--- src/design/ltsc_pkg.sv ---
// Shared types and constants for the LFSR table stream cipher.
// Used by the controller, the datapath and the top level; no dependencies.
package ltsc_pkg;

	localparam int unsigned FILL_ROUNDS_DEF = 10;
	localparam int unsigned ROUND_W = 4;

	localparam logic [31:0] STIR_SEED_XOR = 32'h49A5_F3C7;
	localparam logic [7:0] TABLE_INIT_XOR = 8'hAB;

	// Stir register taps, XORed with the round number.
	localparam logic [4:0] STIR_TAP_A = 5'd1;
	localparam logic [4:0] STIR_TAP_B = 5'd15;
	localparam logic [4:0] STIR_TAP_C = 5'd29;

	// Item functions.
	localparam logic [1:0] FN_START = 2'd0;
	localparam logic [1:0] FN_WORD = 2'd1;
	localparam logic [1:0] FN_BYTE = 2'd2;

	// Table write sources.
	localparam logic [2:0] W_NONE = 3'd0;
	localparam logic [2:0] W_FILL = 3'd1;
	localparam logic [2:0] W_STIR = 3'd2;
	localparam logic [2:0] W_LO = 3'd3;
	localparam logic [2:0] W_HI = 3'd4;

	// Table read addresses.
	localparam logic [2:0] R_NONE = 3'd0;
	localparam logic [2:0] R_STIR = 3'd1;
	localparam logic [2:0] R_NEW = 3'd2;
	localparam logic [2:0] R_HI = 3'd3;
	localparam logic [2:0] R_KS = 3'd4;

	typedef struct packed {
		logic ld_in;
		logic ld_key;
		logic sh_step;
		logic lf_step;
		logic mix_fin;
		logic acc_clr;
		logic acc_en;
		logic out_ld;
		logic [2:0] wsel;
		logic [2:0] rsel;
		logic [7:0] idx;
		logic [ROUND_W-1:0] round;
		logic [1:0] kbyte;
	} ctrl_cmd_t;

endpackage

--- src/design/ltsc_ctrl.sv ---
// Sequencer for the stream cipher: table fill, table stirring, encrypt clocks
// and result hand-off. Depends on ltsc_pkg; drives ltsc_dpath by a command struct.
module ltsc_ctrl #(
	parameter int unsigned FILL_ROUNDS = ltsc_pkg::FILL_ROUNDS_DEF
) (
	input  logic                   clk,
	input  logic                   arst_n,
	input  logic                   in_valid,
	output logic                   in_stall,
	input  logic [1:0]             func,
	output logic                   out_valid,
	input  logic                   out_stall,
	output ltsc_pkg::ctrl_cmd_t    cmd
);
	import ltsc_pkg::*;

	localparam logic [3:0] S_IDLE  = 4'd0;
	localparam logic [3:0] S_FILL  = 4'd1;
	localparam logic [3:0] S_STIR  = 4'd2;
	localparam logic [3:0] S_STIRW = 4'd3;
	localparam logic [3:0] S_LA    = 4'd4;
	localparam logic [3:0] S_LB    = 4'd5;
	localparam logic [3:0] S_FLUSH = 4'd6;
	localparam logic [3:0] S_RDK   = 4'd7;
	localparam logic [3:0] S_FIN   = 4'd8;
	localparam logic [3:0] S_OUT   = 4'd9;

	localparam logic [ROUND_W-1:0] ROUNDS_INIT = ROUND_W'(FILL_ROUNDS);

	logic [3:0] state_q, state_d;
	logic [7:0] idx_q, idx_d;
	logic [4:0] bit_q, bit_d;
	logic [ROUND_W-1:0] round_q, round_d;
	logic [1:0] kb_q, kb_d;
	logic [1:0] func_q, func_d;
	logic out_valid_q, out_valid_d;

	always_comb begin
		state_d = state_q;
		idx_d = idx_q;
		bit_d = bit_q;
		round_d = round_q;
		kb_d = kb_q;
		func_d = func_q;
		out_valid_d = out_valid_q && out_stall;
		cmd = '0;
		cmd.wsel = W_NONE;
		cmd.rsel = R_NONE;
		cmd.idx = idx_q;
		cmd.round = round_q;
		case (state_q)
			S_IDLE: begin
				if (in_valid) begin
					cmd.ld_in = 1'b1;
					func_d = func;
					idx_d = '0;
					bit_d = '0;
					case (func)
						FN_START: begin
							cmd.ld_key = 1'b1;
							state_d = S_FILL;
						end
						FN_WORD, FN_BYTE: state_d = S_LA;
						default: state_d = S_OUT;
					endcase
				end
			end
			S_FILL: begin
				cmd.wsel = W_FILL;
				idx_d = idx_q + 8'd1;
				if (idx_q == 8'hFF) begin
					round_d = ROUNDS_INIT;
					state_d = S_STIR;
				end
			end
			S_STIR: begin
				cmd.sh_step = 1'b1;
				// The entry is fetched once at the start; the read data holds until written back.
				if (bit_q == 5'd0) begin
					cmd.rsel = R_STIR;
				end
				bit_d = bit_q + 5'd1;
				if (bit_q == 5'd31) begin
					state_d = S_STIRW;
				end
			end
			S_STIRW: begin
				cmd.wsel = W_STIR;
				idx_d = idx_q + 8'd1;
				state_d = S_STIR;
				if (idx_q == 8'hFF) begin
					if (round_q == ROUND_W'(1)) begin
						state_d = S_OUT;
					end else begin
						round_d = round_q - ROUND_W'(1);
					end
				end
			end
			S_LA: begin
				// Retire the upper update of the previous clock while fetching the lower entry.
				cmd.lf_step = 1'b1;
				cmd.rsel = R_NEW;
				if (bit_q != 5'd0) begin
					cmd.wsel = W_HI;
				end
				state_d = S_LB;
			end
			S_LB: begin
				cmd.wsel = W_LO;
				cmd.rsel = R_HI;
				bit_d = bit_q + 5'd1;
				state_d = (bit_q == 5'd31) ? S_FLUSH : S_LA;
			end
			S_FLUSH: begin
				cmd.wsel = W_HI;
				cmd.rsel = R_KS;
				cmd.acc_clr = 1'b1;
				cmd.kbyte = 2'd0;
				kb_d = 2'd0;
				state_d = S_RDK;
			end
			S_RDK: begin
				cmd.acc_en = 1'b1;
				if (func_q == FN_BYTE || kb_q == 2'd3) begin
					state_d = S_FIN;
				end else begin
					cmd.rsel = R_KS;
					cmd.kbyte = kb_q + 2'd1;
					kb_d = kb_q + 2'd1;
				end
			end
			S_FIN: begin
				cmd.mix_fin = 1'b1;
				state_d = S_OUT;
			end
			S_OUT: begin
				if (!out_valid_q || !out_stall) begin
					cmd.out_ld = 1'b1;
					out_valid_d = 1'b1;
					state_d = S_IDLE;
				end
			end
			default: state_d = S_IDLE;
		endcase
	end

	always_ff @(posedge clk or negedge arst_n) begin
		if (!arst_n) begin
			state_q <= S_IDLE;
			idx_q <= '0;
			bit_q <= '0;
			round_q <= '0;
			kb_q <= '0;
			func_q <= FN_START;
			out_valid_q <= 1'b0;
		end else begin
			state_q <= state_d;
			idx_q <= idx_d;
			bit_q <= bit_d;
			round_q <= round_d;
			kb_q <= kb_d;
			func_q <= func_d;
			out_valid_q <= out_valid_d;
		end
	end

	assign in_stall = (state_q != S_IDLE);
	assign out_valid = out_valid_q;

endmodule

--- src/design/ltsc_dpath.sv ---
// Datapath of the stream cipher: key, LFSR, mixer, stir register, mask table
// memory and output register. Depends on ltsc_pkg; steered by ltsc_ctrl.
module ltsc_dpath (
	input  logic                clk,
	input  logic                arst_n,
	input  ltsc_pkg::ctrl_cmd_t cmd,
	input  logic                key_we,
	input  logic [31:0]         key_wdata,
	input  logic [1:0]          func,
	input  logic [31:0]         plain_value,
	output logic [31:0]         cipher_value
);
	import ltsc_pkg::*;

	logic [31:0] key_q;
	logic [31:0] lfsr_q;
	logic [31:0] mixer_q;
	logic [31:0] sh_q;
	logic [31:0] ks_q;
	logic [31:0] plain_q;
	logic [1:0] func_q;
	logic [7:0] acc_q;
	logic [31:0] cipher_q;

	logic [7:0] mem [256];
	logic [7:0] rd_q;
	logic [7:0] wd_q;
	logic byp_q;
	logic [7:0] rdata;

	logic we, re;
	logic [7:0] wa, wd, ra;
	logic [4:0] ta, tb, tc;
	logic sh_bit, lf_bit;
	logic [31:0] sh_next, lf_next;
	logic [31:0] m0, m1, m_new, p_in, res;

	assign rdata = byp_q ? wd_q : rd_q;

	// Stir register taps move with the round number.
	assign ta = {1'b0, cmd.round} ^ STIR_TAP_A;
	assign tb = {1'b0, cmd.round} ^ STIR_TAP_B;
	assign tc = {1'b0, cmd.round} ^ STIR_TAP_C;
	assign sh_bit = sh_q[ta] ^ sh_q[tb] ^ sh_q[tc];
	assign sh_next = {sh_q[30:0], sh_bit};

	assign lf_bit = (func_q == FN_BYTE) ? (lfsr_q[9] ^ lfsr_q[20] ^ lfsr_q[31])
		: (lfsr_q[6] ^ lfsr_q[28] ^ lfsr_q[30]);
	assign lf_next = {lfsr_q[30:0], lf_bit};

	always_comb begin
		we = 1'b1;
		wa = cmd.idx;
		wd = cmd.idx ^ TABLE_INIT_XOR;
		case (cmd.wsel)
			W_FILL: begin
				wa = cmd.idx;
				wd = cmd.idx ^ TABLE_INIT_XOR;
			end
			W_STIR: begin
				wa = cmd.idx;
				wd = rdata ^ sh_q[7:0];
			end
			W_LO: begin
				wa = lfsr_q[7:0];
				wd = rdata ^ lfsr_q[15:8];
			end
			W_HI: begin
				wa = lfsr_q[23:16];
				wd = rdata ^ lfsr_q[31:24];
			end
			default: we = 1'b0;
		endcase
	end

	always_comb begin
		re = 1'b1;
		ra = cmd.idx;
		case (cmd.rsel)
			R_STIR: ra = cmd.idx;
			R_NEW: ra = lf_next[7:0];
			R_HI: ra = lfsr_q[23:16];
			R_KS: ra = ks_q[{cmd.kbyte, 3'b000} +: 8];
			default: re = 1'b0;
		endcase
	end

	// A read that hits the entry written in the same cycle returns the new byte.
	always_ff @(posedge clk) begin
		if (we) begin
			mem[wa] <= wd;
		end
		if (re) begin
			rd_q <= mem[ra];
			byp_q <= we && (wa == ra);
			wd_q <= wd;
		end
	end

	always_comb begin
		if (func_q == FN_BYTE) begin
			m0 = mixer_q ^ (mixer_q >> 7);
			m1 = m0 ^ (m0 << 17);
			m_new = m1 ^ (m1 >> 21);
			p_in = {24'd0, plain_q[7:0]};
		end else begin
			m0 = mixer_q ^ (mixer_q >> 7);
			m1 = m0 ^ (m0 >> 21);
			m_new = m1 ^ (m1 << 17);
			p_in = plain_q;
		end
	end

	always_comb begin
		case (func_q)
			FN_WORD: res = plain_q ^ ks_q ^ {24'd0, acc_q};
			FN_BYTE: res = {24'd0, plain_q[7:0] ^ ks_q[7:0] ^ acc_q};
			default: res = '0;
		endcase
	end

	always_ff @(posedge clk or negedge arst_n) begin
		if (!arst_n) begin
			key_q <= '0;
			lfsr_q <= '0;
			mixer_q <= '0;
		end else begin
			if (key_we) begin
				key_q <= key_wdata;
			end
			if (cmd.ld_key) begin
				lfsr_q <= key_q;
				mixer_q <= key_q;
			end else if (cmd.lf_step) begin
				lfsr_q <= lf_next;
				mixer_q <= mixer_q ^ lf_next;
			end else if (cmd.mix_fin) begin
				lfsr_q <= lfsr_q ^ m_new ^ p_in;
				mixer_q <= m_new;
			end
		end
	end

	always_ff @(posedge clk) begin
		if (cmd.ld_in) begin
			plain_q <= plain_value;
			func_q <= func;
			ks_q <= '0;
		end else if (cmd.lf_step) begin
			ks_q <= ks_q ^ lf_next;
		end
		if (cmd.ld_key) begin
			sh_q <= key_q ^ STIR_SEED_XOR;
		end else if (cmd.sh_step) begin
			sh_q <= sh_next;
		end
		if (cmd.acc_clr) begin
			acc_q <= '0;
		end else if (cmd.acc_en) begin
			acc_q <= acc_q | rdata;
		end
		if (cmd.out_ld) begin
			cipher_q <= res;
		end
	end

	assign cipher_value = cipher_q;

endmodule

--- src/design/lfsr_table_stream_cipher.sv ---
// Data word: LFSR steps with table updates, key-stream byte reads and a final mix, then the
// result is registered; literal byte: likewise, one key-stream byte read; unused func: zero result.
// Start: table fill, then FILL_ROUNDS stir rounds. No beat is taken until the result is registered.
// The pace is set by the single-write table: two read-modify-writes per LFSR step.
// A waiting result does not block the next beat. Reset clears key, LFSR and mixer;
// the mask table is undefined until the first start item.
module lfsr_table_stream_cipher #(
	parameter int unsigned FILL_ROUNDS = ltsc_pkg::FILL_ROUNDS_DEF
) (
	input  logic        clk,
	input  logic        arst_n,
	input  logic        cfg_valid,
	output logic        cfg_ready,
	input  logic [31:0] cipher_key,
	input  logic        in_valid,
	output logic        in_stall,
	input  logic [1:0]  func,
	input  logic [31:0] plain_value,
	output logic        out_valid,
	input  logic        out_stall,
	output logic [31:0] cipher_value
);
	import ltsc_pkg::*;

	ctrl_cmd_t cmd;

	assign cfg_ready = 1'b1;

	ltsc_ctrl #(
		.FILL_ROUNDS(FILL_ROUNDS)
	) u_ctrl (
		.clk(clk),
		.arst_n(arst_n),
		.in_valid(in_valid),
		.in_stall(in_stall),
		.func(func),
		.out_valid(out_valid),
		.out_stall(out_stall),
		.cmd(cmd)
	);

	ltsc_dpath u_dpath (
		.clk(clk),
		.arst_n(arst_n),
		.cmd(cmd),
		.key_we(cfg_valid && cfg_ready),
		.key_wdata(cipher_key),
		.func(func),
		.plain_value(plain_value),
		.cipher_value(cipher_value)
	);

	// An accepted beat keeps the block busy for at least the next cycle.
	assert property (@(posedge clk) disable iff (!arst_n)
		in_valid && !in_stall |=> in_stall)
		else $error("input taken twice in a row");

	// A result appears only out of a busy sequencer.
	assert property (@(posedge clk) disable iff (!arst_n)
		$rose(out_valid) |-> $past(in_stall))
		else $error("result without an item in flight");

	// The output register is loaded only when it is free or being drained.
	assert property (@(posedge clk) disable iff (!arst_n)
		cmd.out_ld |-> !out_valid || !out_stall)
		else $error("result overwritten while stalled");

endmodule
--- config.mk ---
export PLATFORM = sky130hd
export DESIGN_NAME = lfsr_table_stream_cipher
export DESIGN_NICKNAME = d
export VERILOG_FILES = /design/src/design/ltsc_pkg.sv /design/src/design/ltsc_ctrl.sv /design/src/design/ltsc_dpath.sv /design/src/design/lfsr_table_stream_cipher.sv
export SDC_FILE = /design/constraint.sdc
export NUM_CORES = 2
export LEC_CHECK = 0
export BUFFER_PORTS_ARGS = -buffer_cell sky130_fd_sc_hd__buf_4
export CELL_PAD_IN_SITES_DETAIL_PLACEMENT = 1
export CELL_PAD_IN_SITES_GLOBAL_PLACEMENT = 1
export CORE_MARGIN = 2
export CORE_UTILIZATION = 30
export DETAILED_ROUTE_END_ITERATION = 7
export PLACE_DENSITY = 0.53
export SYNTH_ARGS = -nofsm -noshare
export SYNTH_HDL_FRONTEND = slang
export SYNTH_SLANG_ARGS = --single-unit
export TNS_END_PERCENT = 10
--- constraint.sdc ---
create_clock -name clk -period 17 [get_ports clk]
set_clock_uncertainty 0.15 [all_clocks]
set_input_delay 2.55 -clock clk [delete_from_list [all_inputs] [get_ports clk]]
set_output_delay 2.55 -clock clk [all_outputs]
set_load 0.01 [all_outputs]
## Word level (Yosys, flattened, before mapping)

Memories as Yosys holds them, arrays and structs flattened. A register that Yosys moved wholly into a read port is not among the register bits.
Cells that the tools add are included.

| cells by class | value |
|---|---|
| add/subtract/negate cells | 4 |
| $lt $le $gt $ge | 3 |
| equal/unequal tests | 35 |
| shift-type cells | 1 |
| multiplexer cells | 65 |
| bitwise gates (word level) | 28 |
| reduce and logical (&&, ||, !) cells | 28 |

Operator list:

| operator | count |
|---|---|
| $mux W32 | 10 |
| $xor A32 B32 Y32 | 7 |
| $pmux W32 S2 | 1 |
| $xor A32 B11 Y32 | 2 |
| $pmux W8 S3 | 2 |
| $mux W4 | 10 |
| $pmux W4 S10 | 1 |
| $xor A8 B8 Y8 | 5 |
| $pmux W8 S2 | 2 |
| $shiftx A32 B6 Y8 | 1 |
| $xor A32 B25 Y32 | 1 |
| $xor A32 B8 Y32 | 1 |
| $pmux W3 S5 | 2 |
| $mux W1 | 19 |
| $not A18 Y18 | 1 |
| $eq A4 B3 Y1 const B | 4 |
| $mux W8 | 2 |
| $pmux W4 S2 | 2 |
| $eq A3 B2 Y1 const B | 4 |
| $lt A4 B6 Y1 const B | 2 |
| $mux W2 | 6 |
| $ne A2 B1 Y1 const B | 5 |
| $pmux W5 S2 | 1 |
| $reduce_bool A2 Y1 | 5 |
| 41 further kinds | 68 |

| storage, ports and cells | value |
|---|---|
| bits in registers | 269 |
| memory bits (writable) | 2,048 |
| input port bits | 71 |
| output and inout port bits | 35 |
| memories | 1 |

Memories:

| memory | depth | width | read ports | clocked after memory_dff | write ports | line | RTL |
|---|---|---|---|---|---|---|---|
| u_dpath.mem | 256 | 8 | 1 | 1 | 1 | ltsc_dpath.sv:25 | `logic [7:0] mem [256];` |

## Longest topological paths before layout

| depth | value |
|---|---|
| word-level depth | 9 |
| depth in mapped cells | 19 |

## Hierarchy

Synthesis repeated with hierarchy kept, for this count alone.

| second synthesis, totals | value |
|---|---|
| cells, all modules | 6,951 |
| area total of the unflattened synthesis | 97,064.3 um^2 |

By module, submodules not included:

| module | instances | cells each | area an instance (um^2) | seq. area each (um^2) |
|---|---|---|---|---|
| ltsc_dpath | 1 | 6,760 | 95,374.0 | 68,155.4 |
| ltsc_ctrl | 1 | 189 | 1,679.1 | 650.6 |
| lfsr_table_stream_cipher | 1 | 2 | 11.3 | 0.0 |

## Worst setup path before layout

Ideal clock, no wire load.

| timing | value |
|---|---|
| path kind | reg-to-reg |
| start point | register u_ctrl.state_q[1] |
| end point | memory u_dpath.mem[0][2], data pin |
| data arrival time | 12,194 ps |
| required time | 14,656 ps |
| slack | 2,462 ps |
| stages on the path, launching flop included | 12 |
| buffers on the path | 4 |
| clock period less this slack | 14,538 ps |
| cells stage by stage | dfrtp_1 > buf_4 > clkbuf_1 > nor2_1 > nand2_1 > o21ai_0 > clkbuf_1 > clkbuf_1 > a22o_1 > a21oi_1 > xnor2_1 > o21ai_0 |

| on the way | value |
|---|---|
| cells in the longest elaborated chain, start to end | 4 |

RTL lines:

| item | line | RTL |
|---|---|---|
| from (decl) | ltsc_ctrl.sv:30 | `logic [3:0] state_q, state_d;` |
| from (signal assigned) | ltsc_ctrl.sv:157 | `state_q <= state_d;` |
| $eq A4 B3 Y1, or another cell as far along | ltsc_ctrl.sv:51 | `case (state_q)` |
| $pmux W3 S5 * | ltsc_ctrl.sv:51 |  |
| $eq A3 B3 Y1 or $eq A3 B2 Y1 (tied branches) | ltsc_dpath.sv:55 | `case (cmd.wsel)` |
| $pmux W8 S3 * | ltsc_dpath.sv:55 |  |
| net u_dpath.wd[2] | ltsc_dpath.sv:32 | `logic [7:0] wa, wd, ra;` |
| to (decl) | ltsc_dpath.sv:25 |  |

The timed path passes the listed nets; every way through them passes the cells marked *.

## Worst setup path after layout

| timing | value |
|---|---|
| start point | register u_ctrl.state_q[0] |
| end point | register u_dpath.rd_q[4], read port of u_dpath.mem, data pin |

| on the way | value |
|---|---|
| cells in the longest elaborated chain, start to end | 5 |

RTL lines:

| item | line | RTL |
|---|---|---|
| branches (longest 5 deep; another with $shiftx A32 B6 Y8) | - |  |
| to (decl) | ltsc_dpath.sv:26 | `logic [7:0] rd_q;` |

Several ways; the timed one is not identified.
A chain may end at the register's enable or synchronous reset.

==> flow_metrics.tcl <==
set metrics [dict create \
    violations "capacitance limit, slew limit" \
    p_total_uw 24300 \
    routed.top_layer "met4" \
    grtUsageTotal_pct 20.2 \
    final_cell_mix "edfxtp_1, nand2_1, nand3_1" \
    synth_edf_count 2163 \
    finalWirelength_um 336000 \
    avgSynthCellArea_um2 13.5 \
    synthSimpleGateAreaFrac_pct 12.3 \
    yosysSeqAreaShare_pct 71.1 \
    cts_root_buffer "clkbuf_16" \
    port_buffers 104 \
    postRouteAntennaNets 0 \
    synth_compound_area_share_pct 6.34 \
    insertion_delay_ns 0.87 \
    cts_resized 0 \
    crit_required_ns 17.44 \
    remaining_drc_errors 0 \
    initial_core_util_pct 30.2 \
    critPathMaxFanout 97 \
    layout.nets 7298 \
    dieWidth_um 572 \
    multi_input_area_um2 26000 \
    std_cell_rows 208 \
    path_clk_slew_ns 0.06 \
    die_area_um2 327000 \
    hpwl_um 208000 \
    initialDrtViolationCount 5318 \
    grt_overflow 0 \
    setup_tns_ns 0 \
    core-area_um2 321000 \
    grt_pass1_vias 62300 \
    post-cts-setup-buffers 0 \
    synth_cell_type_count 89 \
    tritoncts "done" \
    gp_congestion 0.825 \
    wl_met1_um 152000 \
    grt_pass1_wl_um 478000 \
    powerDensity_nw_per_um2 220 \
    worst_pin_slew_ns 1.49 \
    synth_xor_area_share_pct 2.25 \
    arrival_ns 7.99 \
    crit_type "flop to flop" \
    area.growth.synth_to_final_pct 14.2 \
    routed-via-count 61600 \
    ys_warn_count 0 \
    synth_top_family_by_area "simple AND/OR/NAND/NOR gates" \
    ctsHoldBuffers 0 \
    drv_slew 1 \
    layout_commonest_cell "edfxtp_1" \
    routed-wl-met2_um 158000 \
    cap_violations 1 \
    hold_class "flop to flop" \
    htreeDepth 5 \
    ff2ff_path_depth 12 \
    netlist_area_um2 96700 \
    seq_area_um2 68800 \
    clock_sinks 2325 \
    fin_crit_ns 7.54 \
    dr.pass1.iters 5 \
    numCtsBuffers 268 \
    io_pins 106 \
    synthArstFlopShare_pct 5.25 \
    synth_seq_cells 2325 \
    slew-limit-headroom_pct -2.23 \
    vdd.ir_drop.worst_mv 0.258 \
    finalCritPeriodShare_pct 44.4 \
    dr_wl_met3_um 16500 \
    drive_above_1_share_pct 11.1 \
    synthAdderAreaFrac_pct 0.142 \
    syn_nets 7257 \
    synthCells 7175 \
    crit_path_end_kind "flop" \
    rsz0062_at_grt "no" \
    max_freq_ghz 0.133 \
    setup_viol 0 \
    antenna_found_initial 19 \
    die_h_um 572 \
    leakagePower_uw 0.0366 \
    synth_flop_cell "edfxtp_1" \
    synth_mux_area_share_pct 5.44 \
    status "complete, but fails checks" \
    cts_max_path_buffers 4 \
    grt_max_degree 187 \
    final_hold_viol_count 0 \
    routedWlPerCell_um 28.7 \
    vias_per_cell 5.25 \
    worstHoldPathCells 1 \
    setup.worst_path.start_class "flop" \
    fill_cells 33700 \
]
-- where the power goes --
group / switching (uW) / internal [uW]
registers: 412 / 8190
logic: 7550 / 2600
clock network: 2350 / 3190
-- critical path, cell delays in order, from the launching register on --
cell,delay [ns]
dfrtp_1,0.92
nand4b_1,0.76
o41ai_1,0.60
a21oi_2,0.31
a211oi_4,0.70
buf_12,0.48
buf_4,0.58
buf_4,0.71
mux4_2,0.59
a32o_1,0.23
a31oi_1,0.64
o221a_2,0.37
mux2i_1,0.07
-- logic make-up (layout without fill, tap and decap cells) --
group                    count (synthesis)  count (layout)
AO/OA/AOI/OAI                          896             896
flip-flops                            2325            2325
multiplexers                           369             369
adder cells (fa/ha/maj)                 11              11
buffers and inverters                  500             744
other                                    1               7
XOR/XNOR                               245             245
AND/OR/NAND/NOR                       2828            2828
-- routing by layer --
metal,global-route usage (%),vias up
li1,-,26800
met1,28.2,32800
met2,32.8,1643
met3,2.52,426
met4,5.98,0
met5,0,-
-- metrics by stage --
stage	utilization (%)	hold WS (ns)	worst slack, ns	cells	instance area (um^2)
2_1_floorplan	-	0.310	2.46	7175	96700
3_3_place_gp	31.9	0.330	9.24	11200	102000
3_5_place_dp	31.9	0.345	9.38	11300	102000
4_1_cts	34.4	0.362	9.40	11700	110000
5_1_grt	34.4	0.376	8.84	11700	110000
6_report	34.4	0.357	9.46	11700	110000
-- synthesized netlist by cell type, types with 35 or more instances --
library cell	count	area, um^2
o211ai_1	38	285
nand2_1	1498	5620
dfxtp_1	40	801
nor3_1	35	175
clkbuf_1	218	818
a2111oi_0	49	429
xor2_1	77	674
mux2i_1	206	2060
mux4_2	121	2730
a31oi_1	104	651
a21oi_1	230	1150
and3_1	47	294
nor2_1	477	1790
buf_2	137	686
dfrtp_1	122	3050
buf_1	61	229
nand3_1	663	3320
edfxtp_1	2163	65000
o21ai_0	125	626
mux2_2	42	473
xnor2_1	166	1450
-- final timing paths --
check,end,slack (ns),start
min in group asynchronous,u_dpath.key_q[11],1.62,arst_n
worst min register to register,u_ctrl.kb_q[1],0.36,u_ctrl.kb_q[1]
worst max register to register,u_dpath.rd_q[4],9.46,u_ctrl.state_q[0]
worst max-delay path,u_dpath.rd_q[4],9.46,u_ctrl.state_q[0]
max in group asynchronous,u_ctrl.bit_q[0],13.83,arst_n
worst min-delay path,u_ctrl.kb_q[1],0.36,u_ctrl.kb_q[1]
-- flip-flops by register name (all words and copies together) (netlist names), 4 cells and up --
| signal | flops |
|---|---|
| u_dpath.ks_q | 32 |
| u_ctrl.state_q | 4 |
| u_dpath.sh_q | 32 |
| u_ctrl.bit_q | 5 |
| u_dpath.key_q | 32 |
| u_dpath.lfsr_q | 32 |
| u_dpath.mem | 2048 |
| u_dpath.plain_q | 32 |
| u_dpath.mixer_q | 32 |
| u_dpath.cipher_value | 32 |
| u_dpath.acc_q | 8 |
| u_dpath.rd_q | 8 |
| u_ctrl.idx_q | 8 |
| u_dpath.wd_q | 8 |
| u_ctrl.round_q | 4 |
-- cell type report --
class | count | share of cell area [%]
Clock buffer | 339 | 6.51
Clock inverter | 134 | 0.877
Antenna cell | 6 | 0.0136
Inverter | 33 | 0.112
Multi-Input combinational cell | 4350 | 23.6
Tap cell | 4305 | 4.88
Sequential cell | 2325 | 62.3
Timing Repair Buffer | 238 | 1.76
Power figures use the tool's default switching activity.
